File: src/sv/hsvled_pkg.sv
`default_nettype none

package hsvled_pkg;

    localparam int unsigned HUE_W   = 9;
    localparam int unsigned CH_W    = 8;
    localparam int unsigned DUTY_W  = 16;
    localparam int unsigned SLOTS   = 24;
    localparam int unsigned SLOT_W  = 5;

    // Configuration register indexes
    typedef enum logic [0:0] {
        REG_ONE_DUTY  = 1'b0,
        REG_ZERO_DUTY = 1'b1
    } t_reg_idx;

    // One colour in send order: green, red, blue
    typedef struct packed {
        logic [CH_W-1:0] g;
        logic [CH_W-1:0] r;
        logic [CH_W-1:0] b;
    } t_grb;

    // Serialiser status seen by the top level
    typedef struct packed {
        logic              busy;
        logic [SLOT_W-1:0] cnt;
    } t_back_stat;

endpackage

`default_nettype wire

File: src/sv/hsvled_in_if.sv
`default_nettype none

interface hsvled_in_if;
    logic       valid;
    logic       ready;
    logic [8:0] hue;
    logic [7:0] saturation;
    logic [7:0] brightness;

    modport source (output valid, output hue, output saturation, output brightness,
                    input ready);
    modport sink   (input valid, input hue, input saturation, input brightness,
                    output ready);
endinterface

`default_nettype wire

File: src/sv/hsvled_out_if.sv
`default_nettype none

interface hsvled_out_if;
    logic        valid;
    logic        ready;
    logic [15:0] pulse_width;
    logic        bit_value;
    logic        last_slot;

    modport source (output valid, output pulse_width, output bit_value, output last_slot,
                    input ready);
    modport sink   (input valid, input pulse_width, input bit_value, input last_slot,
                    output ready);
endinterface

`default_nettype wire

File: src/sv/hsvled_front.sv
`default_nettype none

module hsvled_front (
    input  wire               i_clk,
    input  wire               i_rst_n,
    hsvled_in_if.sink         i_hsv,
    output logic              o_valid,
    input  wire               i_ready,
    output hsvled_pkg::t_grb  o_grb
);
    import hsvled_pkg::*;

    typedef enum logic [2:0] {
        SEC_RED_YEL  = 3'd0,
        SEC_YEL_GRN  = 3'd1,
        SEC_GRN_CYN  = 3'd2,
        SEC_CYN_BLU  = 3'd3,
        SEC_BLU_MAG  = 3'd4,
        SEC_MAG_RED  = 3'd5
    } t_sector;

    localparam logic [HUE_W-1:0] HUE_MAX = HUE_W'(359);
    localparam logic [5:0]       SPAN    = 6'd60;

    // floor(x / 60) for x <= 255 * 60: drop two bits, then divide by 15
    // through the reciprocal 4370 / 65536
    function automatic logic [CH_W-1:0] div60(input logic [13:0] x);
        logic [24:0] p;
        p = 25'(x[13:2]) * 25'd4370;
        return p[23:16];
    endfunction

    // Stage A: clamp, sector, offset in sector, base level
    logic              r_a_v;
    t_sector           r_a_sec;
    logic [5:0]        r_a_f;
    logic [CH_W-1:0]   r_a_base;
    logic [CH_W-1:0]   r_a_val;
    logic              r_a_grey;
    // Stage B: ramp products
    logic              r_b_v;
    t_sector           r_b_sec;
    logic [13:0]       r_b_up;
    logic [13:0]       r_b_dn;
    logic [CH_W-1:0]   r_b_base;
    logic [CH_W-1:0]   r_b_val;
    logic              r_b_grey;
    // Stage C: finished colour
    logic              r_c_v;
    t_grb              r_c_grb;

    logic              rdy_a, rdy_b, rdy_c;
    logic [HUE_W-1:0]  hc;
    t_sector           sec;
    logic [HUE_W-1:0]  sec_start;
    logic [HUE_W-1:0]  f_full;
    logic [15:0]       base_full;
    logic [CH_W-1:0]   d;
    logic [CH_W-1:0]   up_lvl, dn_lvl;
    t_grb              grb;

    assign rdy_c       = !r_c_v || i_ready;
    assign rdy_b       = !r_b_v || rdy_c;
    assign rdy_a       = !r_a_v || rdy_b;
    assign i_hsv.ready = rdy_a;
    assign o_valid     = r_c_v;
    assign o_grb       = r_c_grb;

    always_comb begin
        hc = (i_hsv.hue > HUE_MAX) ? HUE_MAX : i_hsv.hue;
        if (hc >= HUE_W'(300)) begin
            sec = SEC_MAG_RED;
        end else if (hc >= HUE_W'(240)) begin
            sec = SEC_BLU_MAG;
        end else if (hc >= HUE_W'(180)) begin
            sec = SEC_CYN_BLU;
        end else if (hc >= HUE_W'(120)) begin
            sec = SEC_GRN_CYN;
        end else if (hc >= HUE_W'(60)) begin
            sec = SEC_YEL_GRN;
        end else begin
            sec = SEC_RED_YEL;
        end
        case (sec)
            SEC_RED_YEL: sec_start = HUE_W'(0);
            SEC_YEL_GRN: sec_start = HUE_W'(60);
            SEC_GRN_CYN: sec_start = HUE_W'(120);
            SEC_CYN_BLU: sec_start = HUE_W'(180);
            SEC_BLU_MAG: sec_start = HUE_W'(240);
            default:     sec_start = HUE_W'(300);
        endcase
        f_full    = hc - sec_start;
        base_full = 16'(8'd255 - i_hsv.saturation) * 16'(i_hsv.brightness);
    end

    always_comb begin
        d = r_a_val - r_a_base;
    end

    always_comb begin
        up_lvl = div60(r_b_up) + r_b_base;
        dn_lvl = div60(r_b_dn) + r_b_base;
        case (r_b_sec)
            SEC_RED_YEL: grb = '{g: up_lvl,   r: r_b_val,  b: r_b_base};
            SEC_YEL_GRN: grb = '{g: r_b_val,  r: dn_lvl,   b: r_b_base};
            SEC_GRN_CYN: grb = '{g: r_b_val,  r: r_b_base, b: up_lvl};
            SEC_CYN_BLU: grb = '{g: dn_lvl,   r: r_b_base, b: r_b_val};
            SEC_BLU_MAG: grb = '{g: r_b_base, r: up_lvl,   b: r_b_val};
            default:     grb = '{g: r_b_base, r: r_b_val,  b: dn_lvl};
        endcase
        if (r_b_grey) begin
            grb = '{g: r_b_val, r: r_b_val, b: r_b_val};
        end
    end

    // Valid bits
    always_ff @(posedge i_clk) begin
        if (!i_rst_n) begin
            r_a_v <= 1'b0;
            r_b_v <= 1'b0;
            r_c_v <= 1'b0;
        end else begin
            if (rdy_a) begin
                r_a_v <= i_hsv.valid;
            end
            if (rdy_b) begin
                r_b_v <= r_a_v;
            end
            if (rdy_c) begin
                r_c_v <= r_b_v;
            end
        end
    end

    // Payload
    always_ff @(posedge i_clk) begin
        if (rdy_a) begin
            r_a_sec  <= sec;
            r_a_f    <= f_full[5:0];
            r_a_base <= base_full[15:8];
            r_a_val  <= i_hsv.brightness;
            r_a_grey <= (i_hsv.saturation == '0);
        end
        if (rdy_b) begin
            r_b_sec  <= r_a_sec;
            r_b_up   <= 14'(d) * 14'(r_a_f);
            r_b_dn   <= 14'(d) * 14'(SPAN - r_a_f);
            r_b_base <= r_a_base;
            r_b_val  <= r_a_val;
            r_b_grey <= r_a_grey;
        end
        if (rdy_c) begin
            r_c_grb <= grb;
        end
    end

endmodule

`default_nettype wire

File: src/sv/hsvled_queue.sv
`default_nettype none

module hsvled_queue #(
    parameter int unsigned DEPTH = 2
) (
    input  wire               i_clk,
    input  wire               i_rst_n,
    input  wire               i_push,
    input  hsvled_pkg::t_grb  i_data,
    output logic              o_ready,
    input  wire               i_pop,
    output logic              o_valid,
    output hsvled_pkg::t_grb  o_data
);
    import hsvled_pkg::*;

    localparam int unsigned AW = (DEPTH > 1) ? $clog2(DEPTH) : 1;
    localparam int unsigned CW = $clog2(DEPTH + 1);

    t_grb            r_mem [DEPTH];
    logic [AW-1:0]   r_wr;
    logic [AW-1:0]   r_rd;
    logic [CW-1:0]   r_cnt;
    logic            push, pop;

    assign o_ready = (r_cnt != CW'(DEPTH));
    assign o_valid = (r_cnt != '0);
    assign o_data  = r_mem[r_rd];
    assign push    = i_push && o_ready;
    assign pop     = i_pop && o_valid;

    always_ff @(posedge i_clk) begin
        if (!i_rst_n) begin
            r_wr  <= '0;
            r_rd  <= '0;
            r_cnt <= '0;
        end else begin
            if (push) begin
                r_wr <= (r_wr == AW'(DEPTH - 1)) ? '0 : r_wr + 1'b1;
            end
            if (pop) begin
                r_rd <= (r_rd == AW'(DEPTH - 1)) ? '0 : r_rd + 1'b1;
            end
            if (push && !pop) begin
                r_cnt <= r_cnt + 1'b1;
            end else if (pop && !push) begin
                r_cnt <= r_cnt - 1'b1;
            end
        end
    end

    always_ff @(posedge i_clk) begin
        if (push) begin
            r_mem[r_wr] <= i_data;
        end
    end

endmodule

`default_nettype wire

File: src/sv/hsvled_back.sv
`default_nettype none

module hsvled_back (
    input  wire                    i_clk,
    input  wire                    i_rst_n,
    input  wire                    i_valid,
    input  hsvled_pkg::t_grb       i_data,
    output logic                   o_pop,
    input  wire  [15:0]            i_one_duty,
    input  wire  [15:0]            i_zero_duty,
    hsvled_out_if.source           o_slot,
    output hsvled_pkg::t_back_stat o_stat
);
    import hsvled_pkg::*;

    logic [3*CH_W-1:0]  r_word;
    logic [SLOT_W-1:0]  r_cnt;
    logic               r_busy;
    logic               r_ovalid;
    logic [DUTY_W-1:0]  r_pw;
    logic               r_bit;
    logic               r_last;
    logic               adv, emit, last, pop;

    assign adv   = !r_ovalid || o_slot.ready;
    assign emit  = r_busy && adv;
    assign last  = (r_cnt == SLOT_W'(SLOTS - 1));
    assign pop   = i_valid && (!r_busy || (emit && last));
    assign o_pop = pop;

    assign o_slot.valid       = r_ovalid;
    assign o_slot.pulse_width = r_pw;
    assign o_slot.bit_value   = r_bit;
    assign o_slot.last_slot   = r_last;
    assign o_stat             = '{busy: r_busy, cnt: r_cnt};

    always_ff @(posedge i_clk) begin
        if (!i_rst_n) begin
            r_busy   <= 1'b0;
            r_cnt    <= '0;
            r_ovalid <= 1'b0;
        end else begin
            if (emit) begin
                r_ovalid <= 1'b1;
            end else if (adv) begin
                r_ovalid <= 1'b0;
            end
            // a new word is loaded when idle, or takes over from the one just finished
            if (pop) begin
                r_busy <= 1'b1;
                r_cnt  <= '0;
            end else if (emit) begin
                r_cnt <= last ? '0 : r_cnt + 1'b1;
                if (last) begin
                    r_busy <= 1'b0;
                end
            end
        end
    end

    always_ff @(posedge i_clk) begin
        if (emit) begin
            r_bit  <= r_word[3*CH_W-1];
            r_pw   <= r_word[3*CH_W-1] ? i_one_duty : i_zero_duty;
            r_last <= last;
        end
        if (pop) begin
            r_word <= i_data;
        end else if (emit) begin
            r_word <= {r_word[3*CH_W-2:0], 1'b0};
        end
    end

endmodule

`default_nettype wire

File: src/sv/hsv_to_led_pulse_encoder_core.sv
`default_nettype none
// Channel   Dir  Beat carries                               Handshake
// i_hsv     in   hue[8:0], saturation[7:0], brightness[7:0]  valid/ready
// o_slot    out  pulse_width[15:0], bit_value, last_slot    valid/ready
// cfg       in   i_cfg_idx selects one_duty/zero_duty        i_cfg_we, no wait
//
// Each colour produces 24 output beats, one per cycle while o_slot is ready; the
// slot serialiser takes a new colour while it sends the last slot of the current one.
// On its way to the first slot a colour passes the three front stages, the queue,
// the word load and the output register.
// Reset is synchronous, active low; the duties clear to zero.
// A stalled output holds its beat; the queue lets the colour pipeline keep
// taking beats while the serialiser waits.

module hsv_to_led_pulse_encoder_core #(
    parameter int unsigned QUEUE_DEPTH = 2
) (
    input  wire          i_clk,
    input  wire          i_rst_n,
    hsvled_in_if.sink    i_hsv,
    hsvled_out_if.source o_slot,
    input  wire          i_cfg_we,
    input  wire  [0:0]   i_cfg_idx,
    input  wire  [15:0]  i_cfg_data
);
    import hsvled_pkg::*;

    logic [DUTY_W-1:0] r_one_duty;
    logic [DUTY_W-1:0] r_zero_duty;

    logic       f_valid;
    logic       q_ready;
    t_grb       f_grb;
    logic       q_valid;
    t_grb       q_data;
    logic       q_pop;
    t_back_stat b_stat;

    // Configuration: hold each duty until it is rewritten
    always_ff @(posedge i_clk) begin
        if (!i_rst_n) begin
            r_one_duty  <= '0;
            r_zero_duty <= '0;
        end else if (i_cfg_we) begin
            case (t_reg_idx'(i_cfg_idx))
                REG_ONE_DUTY:  r_one_duty  <= i_cfg_data;
                REG_ZERO_DUTY: r_zero_duty <= i_cfg_data;
                default: ;
            endcase
        end
    end

    // Front: convert the colour to a G:R:B word in three stages
    hsvled_front u_front (
        .i_clk   (i_clk),
        .i_rst_n (i_rst_n),
        .i_hsv   (i_hsv),
        .o_valid (f_valid),
        .i_ready (q_ready),
        .o_grb   (f_grb)
    );

    // Decouple conversion from serialisation
    hsvled_queue #(
        .DEPTH (QUEUE_DEPTH)
    ) u_queue (
        .i_clk   (i_clk),
        .i_rst_n (i_rst_n),
        .i_push  (f_valid),
        .i_data  (f_grb),
        .o_ready (q_ready),
        .i_pop   (q_pop),
        .o_valid (q_valid),
        .o_data  (q_data)
    );

    // Back: shift the word out MSB first, one slot per beat
    hsvled_back u_back (
        .i_clk       (i_clk),
        .i_rst_n     (i_rst_n),
        .i_valid     (q_valid),
        .i_data      (q_data),
        .o_pop       (q_pop),
        .i_one_duty  (r_one_duty),
        .i_zero_duty (r_zero_duty),
        .o_slot      (o_slot),
        .o_stat      (b_stat)
    );

    // An idle serialiser has its slot counter parked at zero
    a_idle_cnt: assert property (@(posedge i_clk) disable iff (!i_rst_n)
        !b_stat.busy |-> (b_stat.cnt == '0))
        else $error("slot counter not parked while idle");

    // The counter never runs past the last slot
    a_cnt_range: assert property (@(posedge i_clk) disable iff (!i_rst_n)
        b_stat.cnt <= SLOT_W'(SLOTS - 1))
        else $error("slot counter out of range");

    // A flagged last slot means the counter has wrapped
    a_last_wrap: assert property (@(posedge i_clk) disable iff (!i_rst_n)
        (o_slot.valid && o_slot.last_slot) |-> (b_stat.cnt == '0))
        else $error("last slot shown without counter wrap");

endmodule

`default_nettype wire
File: src/flat_wrapper.sv
// flat-port wrapper written by rule: the top's interface ports become plain ports
module hsv_to_led_pulse_encoder_core_flat import hsvled_pkg::*;
#(
    parameter int unsigned QUEUE_DEPTH = 2
)
  (i_clk, i_rst_n, i_cfg_we, i_cfg_idx, i_cfg_data, i_hsv_valid, i_hsv_hue, i_hsv_saturation, i_hsv_brightness, i_hsv_ready, o_slot_valid, o_slot_pulse_width, o_slot_bit_value, o_slot_last_slot, o_slot_ready);
  hsvled_in_if i_hsv_i ();
  hsvled_out_if o_slot_i ();
  input  wire i_clk;
  input  wire i_rst_n;
  input  wire i_cfg_we;
  input  wire  [0:0] i_cfg_idx;
  input  wire  [15:0] i_cfg_data;
  input wire logic [$bits(i_hsv_i.valid)-1:0] i_hsv_valid;
  input wire logic [$bits(i_hsv_i.hue)-1:0] i_hsv_hue;
  input wire logic [$bits(i_hsv_i.saturation)-1:0] i_hsv_saturation;
  input wire logic [$bits(i_hsv_i.brightness)-1:0] i_hsv_brightness;
  output wire logic [$bits(i_hsv_i.ready)-1:0] i_hsv_ready;
  output wire logic [$bits(o_slot_i.valid)-1:0] o_slot_valid;
  output wire logic [$bits(o_slot_i.pulse_width)-1:0] o_slot_pulse_width;
  output wire logic [$bits(o_slot_i.bit_value)-1:0] o_slot_bit_value;
  output wire logic [$bits(o_slot_i.last_slot)-1:0] o_slot_last_slot;
  input wire logic [$bits(o_slot_i.ready)-1:0] o_slot_ready;
  assign i_hsv_i.valid = i_hsv_valid;
  assign i_hsv_i.hue = i_hsv_hue;
  assign i_hsv_i.saturation = i_hsv_saturation;
  assign i_hsv_i.brightness = i_hsv_brightness;
  assign i_hsv_ready = i_hsv_i.ready;
  assign o_slot_valid = o_slot_i.valid;
  assign o_slot_pulse_width = o_slot_i.pulse_width;
  assign o_slot_bit_value = o_slot_i.bit_value;
  assign o_slot_last_slot = o_slot_i.last_slot;
  assign o_slot_i.ready = o_slot_ready;
  hsv_to_led_pulse_encoder_core #(.QUEUE_DEPTH(QUEUE_DEPTH)) u_core (.i_clk(i_clk), .i_rst_n(i_rst_n), .i_hsv(i_hsv_i), .o_slot(o_slot_i), .i_cfg_we(i_cfg_we), .i_cfg_idx(i_cfg_idx), .i_cfg_data(i_cfg_data));
endmodule
File: config.mk
export PLATFORM = sky130hd
export DESIGN_NAME = hsv_to_led_pulse_encoder_core_flat
export DESIGN_NICKNAME = d
export VERILOG_FILES = /design/src/sv/hsvled_pkg.sv /design/src/sv/hsvled_in_if.sv /design/src/sv/hsvled_out_if.sv /design/src/sv/hsvled_front.sv /design/src/sv/hsvled_queue.sv /design/src/sv/hsvled_back.sv /design/src/sv/hsv_to_led_pulse_encoder_core.sv /design/src/flat_wrapper.sv
export SDC_FILE = /design/constraint.sdc
export NUM_CORES = 1
export LEC_CHECK = 0
export ABC_AREA = 1
export BUFFER_PORTS_ARGS = -buffer_cell sky130_fd_sc_hd__buf_4
export CAP_MARGIN = 20
export CORE_MARGIN = 5
export CORE_UTILIZATION = 55
export CTS_CLUSTER_DIAMETER = 150
export CTS_CLUSTER_SIZE = 14
export DETAILED_ROUTE_END_ITERATION = 8
export PLACE_DENSITY = 0.84
export SYNTH_ARGS = -nofsm -noshare
export SYNTH_HDL_FRONTEND = slang
export SYNTH_SLANG_ARGS = --single-unit
File: constraint.sdc
create_clock -name i_clk -period 6.5 [get_ports i_clk]
set_clock_uncertainty 0.2 [all_clocks]
set_input_delay 1.3 -clock i_clk [delete_from_list [all_inputs] [get_ports i_clk]]
set_output_delay 1.3 -clock i_clk [all_outputs]
set_load 0.01 [all_outputs]
==> results.cfg <==
[setup_path]
crit_path_start_kind = flop
worstPathRequired_ns = 6.57
r2r_end = u_core.u_front.r_b_dn[11]$_DFFE_PP_
critical_path.max_fanout = 8
critical_path_class = flop to flop
worstPathArrival_ns = 6.10
rr_worst_depth = 24
r2r-start = u_core.u_front.r_a_val[2]$_DFFE_PP_
r2r_slack_ns = 0.47
setup.worst_path.end_class = flop

[synth]
avgSynthCellArea_um2 = 9.15
yosys.area_share.adder = 0.283
yosys_warnings = 0
synthXorXnorAreaFrac = 0.0316
synthTopCellsByArea = edfxtp_1 (31%), ha_1 (16%), fa_1 (12%)
synth_top_area_frac = 0.307
synth.area.mux_share = 0
yosys.area_share.simple = 0.152
netlist_area_um2 = 18000
ys_ff_latch = 231
synth.largest_area_cell = edfxtp_1
synth.distinct_cells = 51
synth_nets = 2358
synth_seq_area_share = 0.359
synth_compound_area_frac = 0.100
synth_top_family_by_area = adder cells
syn_inst = 1968

[timing]
tightest_slew_ns = 1.02
rsz0062_at_grt = false
fmax_mhz = 166
report.final.slew_viol_count = 0
slew_headroom = 0.319
min_period_ns = 6.03
fin_crit_sh = 0.928
hold_violations = 0
setup_violations = 0
timing.setup.tns_ns = 0

[cells_and_area]
multi_input_area_um2 = 10200
diodes = 0
nets = 2417
fillerInstances = 2677
regArea_um2 = 6470
syn2layout_area_growth_pct = 8.55
final_layout_size_suffix_gt1_frac = 0.0627
utilization = 0.602

[flow_run]
cap_violations = 0

[cts]
cts.sinks = 231
cts_resized = 0
cts_root_buf = clkbuf_16
cts_buffers = 20
clk_pin_slew_worst_paths_ns = 0.08
worstSkewPairLatency_ns = 0.52
postCtsSetupRepairBufs = 0
hold_buffers = 0
cts_tree = done
cts_max_path_buffers = 3
cts_max_level = 1

[global_route]
grt_usage = 0.216
antenna_found_initial = 0
grt-ovfl-total = 0
grt_pass1_wl_um = 65100
grt_max_degree = 52
grt_pass1_vias = 13669

[floorplanning]
rows = 66
die_width_um = 191
io-pin-count = 67
core_area_um2 = 32500
start_util = 0.555
fp.dieH_um = 191
die-area_um2 = 36500

[detailed_routing]
dr.first_iter.drc_count = 985
dr.pass1.iters = 5
wire_per_inst_um = 15.9
viasPerCell = 5.49
via_count = 13627
routed_wl_um = 39500
antenna_left = 0
route.detailed.drc = 0

[hold_path]
hold_class = flop to flop
hold_depth = 0
min_to = u_core.u_queue.r_mem[0][3]$_DFFE_PP_
holdCritStartpoint = u_core.u_front.o_grb[3]$_DFFE_PP_

[placed_design]
io_buffers = 66
hpwlAfterDp_um = 30900
gp_congestion = 0.942

[run_status]
outcome = finished clean
[worst max path at each step]
stage	start	end
after floorplan	u_core.u_front.r_a_base[0]$_DFFE_PP_	u_core.u_front.r_b_dn[11]$_DFFE_PP_
after global placement	u_core.u_front.r_a_base[0]$_DFFE_PP_	u_core.u_front.r_b_dn[11]$_DFFE_PP_
after detailed placement	u_core.u_front.r_a_val[2]$_DFFE_PP_	u_core.u_front.r_b_dn[11]$_DFFE_PP_
after CTS	u_core.u_front.r_a_val[2]$_DFFE_PP_	u_core.u_front.r_b_dn[11]$_DFFE_PP_
after global routing	u_core.u_front.r_a_val[2]$_DFFE_PP_	u_core.u_front.r_b_dn[11]$_DFFE_PP_
final	u_core.u_front.r_a_val[2]$_DFFE_PP_	u_core.u_front.r_b_dn[11]$_DFFE_PP_
[cell families (layout without fill, tap and decap cells)]
family | Yosys count | count (layout)
AND/OR/NAND/NOR | 666 | 666
XOR/XNOR | 64 | 64
flip-flops | 231 | 231
buffers and inverters | 348 | 421
AO/OA/AOI/OAI | 316 | 316
adder cells (fa/ha/maj) | 343 | 343
[synth_stat cells (all sizes together)]
master,n
nor3b,1
or2,7
xor2,43
a21boi,3
nand4,16
a311oi,1
a21oi,127
o21a,4
buf,10
nor4,3
clkbuf,26
o22ai,3
a31o,2
o21ai,106
nand2,371
nor2,209
fa,108
inv,309
edfxtp,184
nand3,46
a21o,6
a221oi,7
a211oi,2
a22oi,9
o21bai,3
clkinv,3
o221ai,3
xnor2,21
dfxtp,47
o211ai,8
a31oi,25
ha,235
o2111ai,7
nand3b,6
nor3,7
[metal layers]
metal | GRT usage | wire (um)
met5 | 0 | 0
met4 | 0.0599 | 1180
met3 | 0.0195 | 1930
met2 | 0.397 | 20100
met1 | 0.273 | 16300
[through the flow]
step                      std cells  setup WS [ns]  hold slack [ns]  cell area (um^2)
after detailed placement       2447          0.497            0.226             19000
final                          2483          0.471            0.238             19500
after global routing           2483         0.0156            0.253             19500
after floorplan                1968           1.04            0.200             18000
after global placement         2446          0.701            0.209             18900
after CTS                      2483          0.480            0.238             19500
[cells in the final DEF, fill, tap and decap left out, types with 6 or more instances in the layout]
cell type / netlist / layout
a21o_1: 6 / 6
a21oi_1: 126 / 126
a22oi_1: 9 / 9
a31oi_1: 25 / 25
buf_4: 0 / 72
clkbuf_1: 26 / 14
clkbuf_16: 0 / 20
dfxtp_1: 47 / 47
edfxtp_1: 184 / 184
fa_1: 108 / 108
ha_1: 235 / 235
inv_1: 303 / 303
inv_2: 6 / 6
nand2_1: 368 / 368
nand3_1: 44 / 44
nand3b_1: 6 / 6
nand4_1: 16 / 16
nor2_1: 203 / 201
nor3_1: 6 / 6
o2111ai_1: 7 / 7
o211ai_1: 7 / 7
o21ai_0: 93 / 93
o21ai_1: 13 / 13
xnor2_1: 21 / 21
xor2_1: 42 / 42
[state kept, by name, indices dropped and copies added (netlist names), 2 cells and up, named ones only]
name                              flops
u_core.u_front.r_b_val                8
u_core.u_front.r_b_sec                3
u_core.u_queue.r_mem                 48
u_core.u_front.r_b_dn                12
u_core.u_front.r_b_up                12
u_core.u_queue.r_cnt                  2
u_core.u_back.r_cnt                   5
u_core.u_back.r_word                 24
u_core.u_front.r_a_f                  6
u_core.r_one_duty                    16
u_core.u_front.r_a_base               8
u_core.u_front.r_a_val                8
u_core.u_front.r_b_base               8
u_core.u_back.o_slot.pulse_width     16
u_core.u_front.r_a_sec                3
u_core.r_zero_duty                   16
u_core.u_front.o_grb                 24
[worst max-delay path: stages (launching register included)]
cell and delay, ns:
edfxtp_1 0.42, ha_1 0.37, a21oi_1 0.26, nand2_1 0.14
a21oi_1 0.15, o21ai_0 0.11, or2_2 0.28, nand2_1 0.25
nor2_1 0.11, fa_1 0.54, inv_1 0.05, fa_1 0.48
inv_1 0.06, fa_1 0.53, inv_1 0.05, fa_1 0.53
inv_1 0.05, ha_1 0.31, a21oi_1 0.14, o21ai_0 0.12
a21oi_1 0.21, nor2_1 0.06, o21ai_0 0.15, nand2_1 0.08
xor2_1 0.14
[final cells by class]
type	count	area share
Clock buffer	34	0.0283
Clock inverter	2	0.00128
Inverter	312	0.0599
Multi-Input combinational cell	1389	0.523
Sequential cell	231	0.331
Tap cell	442	0.0283
Timing Repair Buffer	73	0.0284
Power is left out: the tool's default activity adds up to more than one toggle a clock period on the data nets, which glitch-free logic cannot reach.
